### src/rtl/gjls_pkg.sv
// Shared types, constants and helpers for the Gauss-Jordan linear solver.
// No dependencies; every other file imports this package.
package gjls_pkg;

	localparam int DEF_MAX_N     = 16;
	localparam int DEF_FRAC_BITS = 16;
	localparam int COEF_W        = 32;
	localparam int SIZE_W        = 5;
	localparam int TOL_W         = 16;

	localparam logic [SIZE_W-1:0] SIZE_RST = 5'd4;
	localparam logic [TOL_W-1:0]  TOL_RST  = 16'd1;

	localparam logic REG_SIZE = 1'b0;
	localparam logic REG_TOL  = 1'b1;

	localparam logic [1:0] ST_UNIQUE = 2'd0;
	localparam logic [1:0] ST_INF    = 2'd1;
	localparam logic [1:0] ST_NONE   = 2'd2;

	typedef enum logic [4:0] {
		S_LOAD, S_COL, S_PSRD, S_PSCMP, S_PCHK,
		S_SWA, S_SWB, S_SWWB, S_SWWR,
		S_NRD, S_NST, S_NWT,
		S_ENXT, S_EFRD, S_EFLD, S_EYRD, S_EXRD, S_EMUL, S_ETRN, S_EWR,
		S_CRD, S_CCHK, S_OST, S_ORD, S_OLD, S_OWT
	} state_t;

	typedef enum logic [2:0] {
		WS_COEF, WS_RD, WS_A, WS_DIV, WS_MSUB
	} wsel_t;

	typedef struct packed {
		logic             we;
		wsel_t            wsel;
		logic             ld_a;
		logic             ld_b;
		logic             ld_f;
		logic             init_best;
		logic             upd_best;
		logic             mul;
		logic             trn;
		logic             div_start;
		logic             ld_out;
		logic             val_en;
		logic [TOL_W-1:0] tol;
	} cmd_t;

	typedef struct packed {
		logic better;
		logic nz;
		logic piv_small;
		logic div_done;
	} stat_t;

	function automatic logic signed [31:0] sat32(input logic signed [63:0] v);
		logic signed [31:0] r;
		if (v > 64'sh0000_0000_7FFF_FFFF) begin
			r = 32'sh7FFF_FFFF;
		end else if (v < -64'sh0000_0000_8000_0000) begin
			r = 32'sh8000_0000;
		end else begin
			r = v[31:0];
		end
		return r;
	endfunction

endpackage

### src/rtl/gjls_ctrl.sv
// Sequencer for load, pivot search, swap, normalise, eliminate, classify and output.
// Depends on gjls_pkg; issues commands to gjls_datapath.
module gjls_ctrl import gjls_pkg::*; #(
	parameter int MAX_N = DEF_MAX_N,
	parameter int AW    = $clog2(MAX_N * (MAX_N + 1))
) (
	input  logic              clk,
	input  logic              arst_n,
	input  logic              in_valid,
	output logic              in_ready,
	input  logic              cfg_valid,
	output logic              cfg_ready,
	input  logic              cfg_index,
	input  logic [TOL_W-1:0]  cfg_data,
	output logic              out_valid,
	input  logic              out_ready,
	output logic [3:0]        out_index,
	output logic              out_free,
	output logic [1:0]        out_status,
	output logic              out_last,
	output cmd_t              cmd,
	output logic [AW-1:0]     addr,
	input  stat_t             stat
);
	localparam int NW = $clog2(MAX_N + 1);
	localparam int CW = $clog2(MAX_N);
	localparam int PW = 2 * NW + 1;

	state_t state_q, state_d;
	logic [SIZE_W-1:0] size_q;
	logic [TOL_W-1:0]  tol_q;
	logic [AW-1:0]     load_q;
	logic [NW-1:0]     row_q, col_q, r_q, c_q, best_q;
	logic              allz_q, incons_q;
	logic [MAX_N-1:0]  flags_q;
	logic [1:0]        status_q;
	logic              outv_q, free_q, last_q;
	logic [3:0]        index_q;
	logic [1:0]        ostat_q;
	logic [NW-1:0]     n_act, arow, acol;
	logic [PW-1:0]     addr_full, total;
	logic              use_load;
	logic              load_acc, last_r, c_end;

	always_comb begin
		if (size_q == '0) begin
			n_act = NW'(1);
		end else if (32'(size_q) > MAX_N) begin
			n_act = NW'(MAX_N);
		end else begin
			n_act = NW'(size_q);
		end
	end

	assign total     = PW'(n_act) * (PW'(n_act) + PW'(1));
	assign load_acc  = in_valid && in_ready;
	assign last_r    = r_q == n_act - NW'(1);
	assign c_end     = c_q == n_act;
	assign in_ready  = state_q == S_LOAD;
	assign cfg_ready = 1'b1;

	always_comb begin
		state_d = state_q;
		case (state_q)
			S_LOAD:  if (load_acc && PW'(load_q) == total - PW'(1)) state_d = S_COL;
			S_COL:   state_d = (col_q < n_act && row_q < n_act) ? S_PSRD : S_CRD;
			S_PSRD:  state_d = S_PSCMP;
			S_PSCMP: state_d = last_r ? S_PCHK : S_PSRD;
			S_PCHK: begin
				if (stat.piv_small) begin
					state_d = S_COL;
				end else begin
					state_d = (best_q != row_q) ? S_SWA : S_NRD;
				end
			end
			S_SWA:   state_d = S_SWB;
			S_SWB:   state_d = S_SWWB;
			S_SWWB:  state_d = S_SWWR;
			S_SWWR:  state_d = c_end ? S_NRD : S_SWA;
			S_NRD:   state_d = S_NST;
			S_NST:   state_d = S_NWT;
			S_NWT:   if (stat.div_done) state_d = c_end ? S_ENXT : S_NRD;
			S_ENXT: begin
				if (r_q == n_act) begin
					state_d = S_COL;
				end else if (r_q != row_q) begin
					state_d = S_EFRD;
				end
			end
			S_EFRD:  state_d = S_EFLD;
			S_EFLD:  state_d = S_EYRD;
			S_EYRD:  state_d = S_EXRD;
			S_EXRD:  state_d = S_EMUL;
			S_EMUL:  state_d = S_ETRN;
			S_ETRN:  state_d = S_EWR;
			S_EWR:   state_d = c_end ? S_ENXT : S_EYRD;
			S_CRD:   state_d = S_CCHK;
			S_CCHK:  state_d = (c_end && last_r) ? S_OST : S_CRD;
			S_OST:   state_d = S_ORD;
			S_ORD:   state_d = S_OLD;
			S_OLD:   state_d = S_OWT;
			S_OWT:   if (out_ready) state_d = last_r ? S_LOAD : S_ORD;
			default: state_d = S_LOAD;
		endcase
	end

	always_comb begin
		cmd      = '0;
		cmd.wsel = WS_COEF;
		cmd.tol  = tol_q;
		arow     = '0;
		acol     = '0;
		use_load = 1'b0;
		case (state_q)
			S_LOAD: begin
				use_load = 1'b1;
				cmd.we   = load_acc;
			end
			S_COL:   cmd.init_best = 1'b1;
			S_PSRD: begin
				arow = r_q;
				acol = col_q;
			end
			S_PSCMP: cmd.upd_best = 1'b1;
			S_SWA: begin
				arow = best_q;
				acol = c_q;
			end
			S_SWB: begin
				arow     = row_q;
				acol     = c_q;
				cmd.ld_a = 1'b1;
			end
			S_SWWB: begin
				arow     = best_q;
				acol     = c_q;
				cmd.we   = 1'b1;
				cmd.wsel = WS_RD;
			end
			S_SWWR: begin
				arow     = row_q;
				acol     = c_q;
				cmd.we   = 1'b1;
				cmd.wsel = WS_A;
			end
			S_NRD: begin
				arow = row_q;
				acol = c_q;
			end
			S_NST:   cmd.div_start = 1'b1;
			S_NWT: begin
				arow     = row_q;
				acol     = c_q;
				cmd.we   = stat.div_done;
				cmd.wsel = WS_DIV;
			end
			S_EFRD: begin
				arow = r_q;
				acol = col_q;
			end
			S_EFLD:  cmd.ld_f = 1'b1;
			S_EYRD: begin
				arow = row_q;
				acol = c_q;
			end
			S_EXRD: begin
				arow     = r_q;
				acol     = c_q;
				cmd.ld_b = 1'b1;
			end
			S_EMUL: begin
				cmd.ld_a = 1'b1;
				cmd.mul  = 1'b1;
			end
			S_ETRN:  cmd.trn = 1'b1;
			S_EWR: begin
				arow     = r_q;
				acol     = c_q;
				cmd.we   = 1'b1;
				cmd.wsel = WS_MSUB;
			end
			S_CRD: begin
				arow = r_q;
				acol = c_q;
			end
			S_ORD: begin
				arow = r_q;
				acol = n_act;
			end
			S_OLD: begin
				cmd.ld_out = 1'b1;
				cmd.val_en = status_q == ST_UNIQUE;
			end
			default: cmd.tol = tol_q;
		endcase
	end

	assign addr_full = PW'(arow) * (PW'(n_act) + PW'(1)) + PW'(acol);
	assign addr      = use_load ? load_q : AW'(addr_full);

	always_ff @(posedge clk or negedge arst_n) begin
		if (!arst_n) begin
			state_q  <= S_LOAD;
			size_q   <= SIZE_RST;
			tol_q    <= TOL_RST;
			load_q   <= '0;
			row_q    <= '0;
			col_q    <= '0;
			r_q      <= '0;
			c_q      <= '0;
			best_q   <= '0;
			allz_q   <= 1'b1;
			incons_q <= 1'b0;
			flags_q  <= '0;
			status_q <= ST_UNIQUE;
			outv_q   <= 1'b0;
			free_q   <= 1'b0;
			last_q   <= 1'b0;
			index_q  <= '0;
			ostat_q  <= ST_UNIQUE;
		end else begin
			state_q <= state_d;
			case (state_q)
				S_LOAD: begin
					if (load_acc) begin
						if (PW'(load_q) == total - PW'(1)) begin
							load_q <= '0;
							row_q  <= '0;
							col_q  <= '0;
						end else begin
							load_q <= load_q + 1'b1;
						end
					end
				end
				S_COL: begin
					if (col_q < n_act && row_q < n_act) begin
						r_q    <= row_q;
						best_q <= row_q;
					end else begin
						r_q      <= '0;
						c_q      <= '0;
						allz_q   <= 1'b1;
						flags_q  <= '0;
						incons_q <= 1'b0;
					end
				end
				S_PSCMP: begin
					if (stat.better) best_q <= r_q;
					if (!last_r) r_q <= r_q + 1'b1;
				end
				S_PCHK: begin
					if (stat.piv_small) begin
						col_q <= col_q + 1'b1;
					end else begin
						c_q <= '0;
					end
				end
				S_SWWR: c_q <= c_end ? '0 : c_q + 1'b1;
				S_NWT: begin
					if (stat.div_done) begin
						if (c_end) begin
							c_q <= '0;
							r_q <= '0;
						end else begin
							c_q <= c_q + 1'b1;
						end
					end
				end
				S_ENXT: begin
					if (r_q == n_act) begin
						row_q <= row_q + 1'b1;
						col_q <= col_q + 1'b1;
					end else if (r_q == row_q) begin
						r_q <= r_q + 1'b1;
					end else begin
						c_q <= '0;
					end
				end
				S_EWR: begin
					if (c_end) begin
						r_q <= r_q + 1'b1;
					end else begin
						c_q <= c_q + 1'b1;
					end
				end
				S_CCHK: begin
					if (!c_end) begin
						// first entry above tolerance marks the leading column
						if (stat.nz && allz_q) begin
							flags_q[c_q[CW-1:0]] <= 1'b1;
							allz_q               <= 1'b0;
						end
						c_q <= c_q + 1'b1;
					end else begin
						if (allz_q && stat.nz) incons_q <= 1'b1;
						allz_q <= 1'b1;
						c_q    <= '0;
						r_q    <= last_r ? '0 : r_q + 1'b1;
					end
				end
				S_OST: begin
					if (incons_q) begin
						status_q <= ST_NONE;
					end else if (row_q < n_act) begin
						status_q <= ST_INF;
					end else begin
						status_q <= ST_UNIQUE;
					end
				end
				S_OLD: begin
					outv_q  <= 1'b1;
					index_q <= 4'(r_q);
					free_q  <= (status_q == ST_INF) && !flags_q[r_q[CW-1:0]];
					ostat_q <= status_q;
					last_q  <= last_r;
				end
				S_OWT: begin
					if (out_ready) begin
						outv_q <= 1'b0;
						if (!last_r) r_q <= r_q + 1'b1;
					end
				end
				default: row_q <= row_q;
			endcase
			if (cfg_valid && cfg_ready) begin
				if (cfg_index == REG_SIZE) begin
					size_q <= cfg_data[SIZE_W-1:0];
					load_q <= '0;
				end else begin
					tol_q <= cfg_data;
				end
			end
		end
	end

	assign out_valid  = outv_q;
	assign out_index  = index_q;
	assign out_free   = free_q;
	assign out_status = ostat_q;
	assign out_last   = last_q;

endmodule
### config.mk
export PLATFORM = sky130hd
export DESIGN_NAME = gjls_ctrl
export DESIGN_NICKNAME = d
export VERILOG_FILES = /design/src/rtl/gjls_pkg.sv /design/src/rtl/gjls_ctrl.sv
export SDC_FILE = /design/constraint.sdc
export NUM_CORES = 1
export LEC_CHECK = 0
export BUFFER_PORTS_ARGS = -buffer_cell sky130_fd_sc_hd__buf_2
export CORE_ASPECT_RATIO = 1.75
export CORE_MARGIN = 8
export CORE_UTILIZATION = 55
export DETAILED_ROUTE_END_ITERATION = 8
export HOLD_SLACK_MARGIN = 0.05
export PLACE_DENSITY_LB_ADDON = 0.25
export SLEW_MARGIN = 0
export SYNTH_ARGS = -nofsm -noshare
export SYNTH_HDL_FRONTEND = slang
export SYNTH_SLANG_ARGS = --single-unit
### constraint.sdc
create_clock -name clk -period 7.7 [get_ports clk]
set_input_delay 0.77 -clock clk [delete_from_list [all_inputs] [get_ports clk]]
set_output_delay 0.77 -clock clk [all_outputs]
set_load 0.01 [all_outputs]
==> flow_summary.toml <==
[yosys]
avgSynthCellArea_um2 = 9.11
yosysUniqueCellTypes = 89
ys_ff_latch = 89
ys_warn_count = 0
synth_mux_area_frac = 0.0580
synthXorXnorAreaFrac = 0.0609
synth_compound_area_frac = 0.164
yosys.area_share.simple = 0.201
synth_top_family_by_area = "simple AND/OR/NAND/NOR gates"
yosys_most_used_dff = "dfrtp_1"
synth_area_um2 = 7740
netlist_instances = 850
synth_edf_count = 0
yosys.area_share.adder = 0.162
async_flop_share = 1.00
yosysSeqAreaShare = 0.288

[timing]
fmax_mhz = 149
grt_setup_unrepaired = "false"
clock_skew_ns = 0.00960
tightest_slew_ns = 1.19
timing.final.max_slew_violations = 0
finalSetupTns_ns = 0
period_needed_ns = 6.72
slew_headroom = 0.201
finalSetupViolCount = 0
hold_viol = 0
period_share = 0.873

[worst_setup_path]
cp-end-kind = "output port"
worstSetupPathType = "reg -> out"
critPathMaxFanout = 21
reg2reg_slack_ns = 1.09
arrival_ns = 5.95
worst_r2r_path_depth = 19
worstReg2RegStart = "size_q[4]"
crit_path_start_kind = "flip-flop"
crit_required_ns = 6.93
rr_endpoint = "col_q[4]"

[floorplan]
start_util = 0.560
coreArea_um2 = 13800
die_x_um = 106
die_area_um2 = 18300
num_rows = 57
pin_count = 76
die_y_um = 173

[clock_tree]
cts.sinks = 89
cts_hold_buf = 0
cts_tree = "done"
cts-root-buf = "clkbuf_16"
numCtsBuffers = 9
clk_latency_ns = 0.35
postCtsSetupRepairBufs = 0
cts_max_path_buffers = 2
clkTransAtPathRegs_ns = 0.07
ctsResizeCount = 0
h-tree-depth = 3

[power]
clkPwrFrac = 0.159
p_leak_nw = 4.03
vdd_drop_max_v = 0.000184
share_comb_of_total_power = 0.587
p_per_area_nw_per_um2 = 333
seq_power_share = 0.254
internal_power_mw = 1.46
switching_share = 0.483
p_sw_mw = 1.36

[routing]
drt_iter0_markers = 563
drt.antenna.violating_nets = 0
drc_errors = 0
vias_per_cell = 6.14
wl_per_cell_um = 19.8
dr.pass1.iters = 7
drt-total-wl_mm = 21.5
vias = 6663

[worst_hold_path]
hp-class = "in -> async"

[cells_and_area]
fillers = 1268
nNetsFinal = 1011
multi_input_area_um2 = 5030
layout_common_cells = "nor2_1 (87), dfrtp_1 (86), buf_2 (73)"
syn_to_final_growth_pct = 9.65
final_common_cell = "nor2_1"
final_core_utilization = 0.613
antenna_cells = 0
seq_area_um2 = 2230
drive_gt1_frac = 0.194

[grt]
antenna_found_initial = 0
grt_overflow = 0
grt_pass1_wl_mm = 34.9
grt_use_total = 0.239
grt_pass1_vias = 6861
grt_max_degree = 70

[job]
maxCapViolations = 0

[placed_design]
numPortBuffers = 74
dp_hpwl_mm = 16.6
place.gp.congestion = 1.00

[outcome]
status = "finished clean"
-- flip-flops by register name, indices dropped and copies added (netlist names), 2 cells and up --
| signal | cells |
|---|---|
| best_q | 5 |
| load_q | 9 |
| status_q | 2 |
| col_q | 5 |
| out_status | 2 |
| row_q | 5 |
| c_q | 5 |
| r_q | 5 |
| flags_q | 16 |
| state_q | 5 |
| out_index | 4 |
| tol_q | 16 |
| size_q | 5 |
-- kinds of logic (layout without fill, tap and decap cells) --
logic type / Yosys count / count (layout)
flops: 89 / 89
compound gates: 180 / 180
fa+ha+maj: 82 / 82
mux: 35 / 35
buf+inv: 115 / 167
xor+xnor: 48 / 48
simple gates: 299 / 299
other cells: 2 / 8
-- power groups by stage --
stage | Clock [mW] | Combinational (mW) | Sequential (mW)
6_report | 0.449 | 1.66 | 0.718
3_3_place_gp | 0 | 1.62 | 0.720
3_5_place_dp | 0 | 1.65 | 0.719
2_1_floorplan | 0 | 1.30 | 0.620
5_1_grt | 0.472 | 1.84 | 0.730
4_1_cts | 0.457 | 1.66 | 0.712
-- critical path, cell delays in order, from the launching register on --
cell,delay (ns)
dfrtp_1,0.88
inv_1,0.22
nand2_1,0.25
inv_1,0.16
ha_1,0.22
nand3_1,0.09
ha_1,0.33
or2_2,0.35
fa_1,0.54
fa_1,0.44
fa_1,0.55
inv_1,0.04
ha_1,0.32
a21o_1,0.17
a21oi_1,0.21
o21bai_1,0.09
a21oi_1,0.17
xnor2_1,0.15
xnor2_1,0.16
o21ai_1,0.07
buf_2,0.17
-- routing by layer --
layer  up-vias  GRT usage  share of wire
li1       3085          -              -
met1      3216      0.242           0.35
met2       287      0.454           0.55
met3        75     0.0272          0.052
met4         0      0.135          0.051
met5         -          0              0
-- how the worst max path moves through the flow --
| stage | start | end | slack [ns] | depth (start not counted) |
|---|---|---|---|---|
| after global placement | size_q[4] | col_q[4] | 1.30 | 19 |
| after CTS | size_q[4] | addr[8] | 0.98 | 20 |
| after floorplan | size_q[3] | col_q[3] | 2.00 | 20 |
| final | size_q[4] | addr[8] | 0.98 | 20 |
| after global routing | size_q[4] | addr[8] | 0.66 | 20 |
| after detailed placement | size_q[4] | col_q[4] | 1.10 | 19 |
-- synth_stat cells, types with 12 or more instances --
master / n / area share
xor2_1: 19 / 0.021
a21oi_1: 41 / 0.027
nand3_1: 28 / 0.018
nor2_1: 87 / 0.042
o21ai_0: 25 / 0.016
nor3_1: 12 / 0.0078
dfrtp_1: 86 / 0.28
xnor2_1: 26 / 0.029
fa_1: 30 / 0.078
or2_2: 23 / 0.019
and3_1: 12 / 0.0097
o21ai_1: 12 / 0.0078
a31oi_1: 12 / 0.0097
inv_1: 67 / 0.032
mux2_2: 29 / 0.042
clkbuf_1: 20 / 0.0097
nor2b_1: 16 / 0.013
nand2_1: 61 / 0.030
ha_1: 52 / 0.084
buf_2: 15 / 0.0097
nand2b_1: 18 / 0.015
-- final cells by class --
type / count / share of cell area
flip-flops and latches: 89 / 0.263
multi-input cells: 652 / 0.592
clock buffers: 9 / 0.0265
clock inverters: 7 / 0.0102
repair buffers: 80 / 0.0492
inverters: 71 / 0.0329
well taps: 177 / 0.0261
-- metrics by stage --
stage          power, mW  instances  setup slack (ns)  hold WS [ns]  area, um2
6_report            2.82       1085             0.981         0.298       8490
5_1_grt             3.05       1085             0.658         0.313       8490
4_1_cts             2.83       1085             0.976         0.303       8490
3_5_place_dp        2.37       1069              1.10         0.461       8180
3_3_place_gp        2.34       1069              1.30         0.454       8180
2_1_floorplan       1.92        856              2.00         0.457       7760
Power figures use the tool's default switching activity.
